## src/sv/sirs_pkg.sv

```systemverilog
// sirs_pkg: types and codes for the sorted id range set
// used by every module of the block; depends on nothing
`timescale 1ns / 1ps
`default_nettype none
package sirs_pkg;

    localparam int ID_BITS = 32;

    localparam logic [1:0] OP_INSERT = 2'd0;
    localparam logic [1:0] OP_FIND   = 2'd1;
    localparam logic [1:0] OP_CLEAR  = 2'd2;
    localparam logic [1:0] OP_NONE   = 2'd3;

    localparam logic [1:0] MODE_EITHER = 2'd0;
    localparam logic [1:0] MODE_LEFT   = 2'd1;
    localparam logic [1:0] MODE_RIGHT  = 2'd2;
    localparam logic [1:0] MODE_SPARE  = 2'd3;

    localparam logic [2:0] ST_OK      = 3'd0;
    localparam logic [2:0] ST_DONE    = 3'd1;
    localparam logic [2:0] ST_OVERLAP = 3'd2;
    localparam logic [2:0] ST_INCONS  = 3'd3;
    localparam logic [2:0] ST_FULL    = 3'd4;

    // cell commands
    localparam logic [1:0] CMD_HOLD  = 2'd0;
    localparam logic [1:0] CMD_SHR   = 2'd1; // take left neighbour's entry
    localparam logic [1:0] CMD_SHL   = 2'd2; // take right neighbour's entry

    typedef struct packed {
        logic [1:0]         operation;
        logic [ID_BITS-1:0] range_low;
        logic [ID_BITS-1:0] range_high;
        logic [1:0]         merge_mode;
        logic [ID_BITS-1:0] query_id;
    } t_in;

    typedef struct packed {
        logic [2:0]         status;
        logic [ID_BITS-1:0] gap_low;
        logic [ID_BITS-1:0] gap_high;
        logic               gap_open;
        logic [6:0]         range_count;
    } t_out;

endpackage
`default_nettype wire

```

## src/sv/sirs_cell.sv

```systemverilog
// sirs_cell: one table entry with its predecessor compare
// uses sirs_pkg; chained in sorted_id_range_set
`timescale 1ns / 1ps
`default_nettype none
module sirs_cell
    import sirs_pkg::*;
(
    input  wire logic               i_clk,
    input  wire logic [1:0]         i_cmd,
    input  wire logic               i_wr_low,
    input  wire logic               i_wr_high,
    input  wire logic [ID_BITS-1:0] i_wdata_low,
    input  wire logic [ID_BITS-1:0] i_wdata_high,
    input  wire logic [ID_BITS-1:0] i_left_low,
    input  wire logic [ID_BITS-1:0] i_left_high,
    input  wire logic [ID_BITS-1:0] i_right_low,
    input  wire logic [ID_BITS-1:0] i_right_high,
    input  wire logic [ID_BITS-1:0] i_key,
    output logic [ID_BITS-1:0]      o_low,
    output logic [ID_BITS-1:0]      o_high,
    output logic                    o_le
);
    logic [ID_BITS-1:0] r_low, r_high;

    always_ff @(posedge i_clk) begin
        unique case (i_cmd)
            CMD_SHR: begin
                r_low  <= i_left_low;
                r_high <= i_left_high;
            end
            CMD_SHL: begin
                r_low  <= i_right_low;
                r_high <= i_right_high;
            end
            default: begin
                if (i_wr_low) r_low <= i_wdata_low;
                if (i_wr_high) r_high <= i_wdata_high;
            end
        endcase
    end

    assign o_low  = r_low;
    assign o_high = r_high;
    assign o_le   = (r_low <= i_key);
endmodule
`default_nettype wire

```

## config.mk

```make
export PLATFORM = sky130hd
export DESIGN_NAME = sirs_cell
export DESIGN_NICKNAME = d
export VERILOG_FILES = /design/src/sv/sirs_pkg.sv /design/src/sv/sirs_cell.sv
export SDC_FILE = /design/constraint.sdc
export NUM_CORES = 1
export LEC_CHECK = 0
export BUFFER_PORTS_ARGS = -buffer_cell sky130_fd_sc_hd__clkbuf_2
export CORE_AREA = 2 2 114 116
export CTS_CLUSTER_DIAMETER = 150
export CTS_CLUSTER_SIZE = 40
export DETAILED_ROUTE_END_ITERATION = 12
export DIE_AREA = 0 0 116 118
export PLACE_DENSITY = 0.73
export SYNTH_ARGS = -nofsm -noshare
export SYNTH_HDL_FRONTEND = slang
export SYNTH_SLANG_ARGS = --single-unit
```

## constraint.sdc

```tcl
create_clock -name i_clk -period 2.2 [get_ports i_clk]
set_clock_uncertainty 0.05 [all_clocks]
set_input_delay 0.11 -clock i_clk [delete_from_list [all_inputs] [get_ports i_clk]]
set_output_delay 0.11 -clock i_clk [all_outputs]
set_load 0.03 [all_outputs]
```

## Word-level counts from Yosys, hierarchy flattened

Index checks and enable logic that the tools add are counted.

| word-level totals | value |
|---|---|
| bits in latches | 0 |
| memory bits (read-only) | 0 |
| output and inout port bits | 65 |
| input bits | 229 |
| memories kept | 0 |
| bits in writable memories | 0 |
| bits in registers | 64 |

| operators by class | value |
|---|---|
| multiplexer cells | 4 |
| bitwise logic cells | 0 |
| divide/modulo/power cells | 0 |
| shift-type cells | 0 |
| order comparisons | 1 |
| $mul | 0 |
| reductions and logical operators | 2 |
| equality and inequality tests | 2 |
| $add $sub $neg | 0 |

Operators with widths:

| operator | count |
|---|---|
| one-hot mux 32 bit (2 select lines) | 2 |
| 2-to-1 mux 32 bit | 2 |
| less-or-equal comparator 32 bit | 1 |
| nonzero test 3 bit | 2 |
| equality test 2 x 1 -> 1 bit (second input constant) | 1 |
| equality test 2 bit (second input constant) | 1 |

## Longest topological paths before layout

| logic depth | value |
|---|---|
| depth in word-level cells | 2 |
| gate-level depth with buffers | 7 |
| mapped depth without buffers | 7 |

## Worst setup path before layout

Ideal clock, no wire load.

| timing | value |
|---|---|
| path type | register to output |
| start | register r_low[13], in the netlist o_low[13] |
| end | output port o_le |
| setup slack | -129 ps |
| cell stages (with the launch flop) | 7 |
| arrival time | 2169 ps |
| path buffers | 0 |
| path through | edfxtp_1 > ha_1 > nand4_2 > or4_4 > nor2_1 > o22ai_1 > nor2_1 |

| on the way | value |
|---|---|
| cells in the longest elaborated chain, start to end | 1 |

Ends and longest elaborated chain:

| element | line | RTL |
|---|---|---|
| from (decl) | sirs_cell.sv:23 | `logic [ID_BITS-1:0] r_low, r_high;` |
| from (signal assigned) | sirs_cell.sv:28 | `r_low <= i_left_low;` |
| from (signal assigned) | sirs_cell.sv:32 | `r_low <= i_right_low;` |
| from (signal assigned) | sirs_cell.sv:36 | `if (i_wr_low) r_low <= i_wdata_low;` |
| less-or-equal comparator 32 bit | sirs_cell.sv:44 | `assign o_le = (r_low <= i_key);` |
| to (decl) | sirs_cell.sv:21 | `output logic o_le` |

No other way between the ends.

## Worst setup path after layout

| timing | value |
|---|---|
| start | register r_low[3], in the netlist o_low[3] |
| end | output port o_le |

Same word-level chain as after synthesis.

==> flow_summary.toml <==
[place]
place_congestion = 0.8025
dpl.hpwl_um = 10250
pre_cts_ws_ns = 0.02243
dp.cells = 852
io_buffers = 293

[global_route]
grt_util_met3_pct = 4.325
antenna_found_initial = 0
first_global_vias = 3915
grt_pass1_wl_um = 18620
use_met2_pct = 32.89
grt_max_degree = 67
grt_overflow = 0
grt_use_met1_pct = 19.45
grtUsageTotal_pct = 17.62
grt-busiest-layer = "met2"

[worst_setup_path]
critPathArrivalTime_ns = 2.21
endpoint_kind = "output pin"
crit_path_start_kind = "flop"
critPathKind = "flop to output pin"
max_stage_delay_ns = 0.56
cp_slowest_cell = "or4_4"
crit_required_ns = 2.04
cp_cell_sequence = "ha_4, nand4_1, or4_4, o21ai_2, o22ai_1, nor2_2, clkbuf_8"
crit_path_start = "o_low[3]$_DFFE_PP_"
crit_fanout = 3

[power_and_ir_drop]
pwr-share-clk_pct = 31.5
p_int_w = 0.002966
sw_frac_of_total_pct = 33.33
irDropWorstVdd_v = 0.0002864
leakage_nw = 2.986
p_comb_share_pct = 31.5
p_per_area_nw_per_um2 = 735.6
p_sw_w = 0.001483
total_power_w = 0.004448
pwr-share-seq_pct = 37.0

[floorplanning]
ios = 294
die_h_um = 118
core_um2 = 12410
die_area_um2 = 13690
rows = 41
start_util_pct = 31.72
die_w_um = 116

[route]
vias = 4094
viasPerCell = 4.706
drc = 0
first_iter_violations = 131
wl_per_cell_um = 14.14
wirelength_um = 12300
dr.pass1.iters = 5
ant_nets = 0

[final_layout]
drive_above_1_share_pct = 47.85
antennaDiodeCount = 0
nets = 956
layout_commonest_cell = "clkbuf_2"
utilization_pct = 48.71
area_growth_pct = 53.57
fin_cells = 870
final_cell_mix = "clkbuf_2, nand2_1, o21ai_1"

[timing]
worstMarginPinSlew_ns = 0.4097
fin_crit_ns = 2.375
setup_viol = 1
fin_crit_sh_pct = 107.9
max_freq_ghz = 0.4211
hold_violations = 0
setup_slack_ns = -0.1749
grt_setup_unrepaired = "yes"
drv_slew = 0
maxSlewHeadroom_pct = 72.51

[clock_tree]
clockRootBuffer = "clkbuf_16"
h-tree-depth = 3
numCtsBuffers = 9
cts_tree = "yes"
cts.clk_slew.worst_paths_ns = 0.06
clock-sinks = 64
cts_buffer_depth = 2

[run_status]
status = "finished with violations"
violations = "negative setup slack"

[yosys]
syn_inst = 405
ys_seq_elements = 64
yosysWarnings = 0
synth_area_um2 = 3938
synth_seq_area_share_pct = 48.81
synth_nets = 668
syn_avg_cell_area_um2 = 9.722
yosysUniqueCellTypes = 25

[min_path]
min_path_type = "input pin to flop"
holdCritStartpoint = "i_wdata_low[21]"

[flow_run]
drv_cap = 0
## logic make-up (layout without fill, tap and decap cells)
logic type	after synthesis	after routing	share of synthesized area, %
simple gates	92	92	10.36
flops	64	64	48.81
fa+ha+maj	34	34	10.80
buf+inv	63	356	6.006
compound gates	152	152	24.02
## area by class of cell
| type | count | area (um^2) |
|---|---|---|
| clock buffers | 9 | 225.2 |
| clock inverters | 7 | 72.57 |
| fillers | 1226 | 6367 |
| inverters | 35 | 131.4 |
| multi-input cells | 278 | 1866 |
| flip-flops and latches | 64 | 1922 |
| well taps | 172 | 215.2 |
| repair buffers | 305 | 1615 |
## Yosys cell counts
cell type	n	area [um^2]
or3_1	2	12.51
buf_1	6	22.52
o22ai_1	1	6.260
and4_1	2	17.52
nand4_1	5	31.28
nand4bb_1	1	11.26
nand3_1	3	15.01
ha_1	34	425.4
a22oi_1	64	480.5
o21ai_0	2	10.01
a2111o_1	1	11.26
a21oi_1	12	60.06
o21ai_1	67	335.3
or4_4	1	11.26
o211ai_1	1	7.510
edfxtp_1	64	1922
clkbuf_1	22	82.58
nor2b_1	1	6.260
nand4_2	1	12.51
nor2_1	4	15.01
a221oi_1	3	26.28
a311oi_1	1	8.760
inv_1	35	131.4
nand2b_2	1	8.760
nand2_1	71	266.5
## power by group through the flow
stage / Clock [W] / Combinational (W) / Sequential, W
finish: 0.00140 / 0.00140 / 0.00165
global route: 0.00150 / 0.00153 / 0.00167
CTS: 0.00143 / 0.00141 / 0.00165
detailed placement: 0 / 0.00139 / 0.00167
global placement: 0 / 0.00138 / 0.00166
floorplan: 0 / 0.000458 / 0.00204
## worst max-delay path: cells and delay by family (launching register included)
| kind | cells | cell delay [ns] |
|---|---|---|
| buf+inv | 1 | 0.16 |
| compound gates | 2 | 0.23 |
| simple gates | 3 | 0.77 |
| fa+ha+maj | 1 | 0.30 |
| flops | 1 | 0.43 |
## per-layer routing
metal / vias up / wire length [um]
met1: 1796 / 4791
met4: 0 / 201
met5: - / 0
met3: 13 / 908
met2: 196 / 6397
li1: 2089 / -
## sequential cells by signal, summed over array words and instances (netlist names)
register and cells:
o_high 32, o_low 32
## stage by stage
stage	cell area (um^2)	setup TNS (ns)	hold slack (ns)
4_1_cts	6022	-0.2084	0.007427
5_1_grt	6047	-0.2902	0.02528
3_3_place_gp	5684	0	0.3482
3_5_place_dp	5684	0	0.3502
6_report	6047	-0.1749	0.01814
2_1_floorplan	3968	-0.005645	0.2535
## path summary, 6_finish.rpt
path	endpoint	slack (ns)	cells past startpoint
worst max-delay path	o_le	-0.17	7
worst min-delay path	o_low[21]$_DFFE_PP_	0.02	3
## repair_timing
item,4_1_cts,5_1_grt
setup endpoints to repair,1,1
resized for setup,4,2
hold buffers,0,0
setup buffers,2,0
pin swaps,2,0
(Power assumes the default switching activity.)
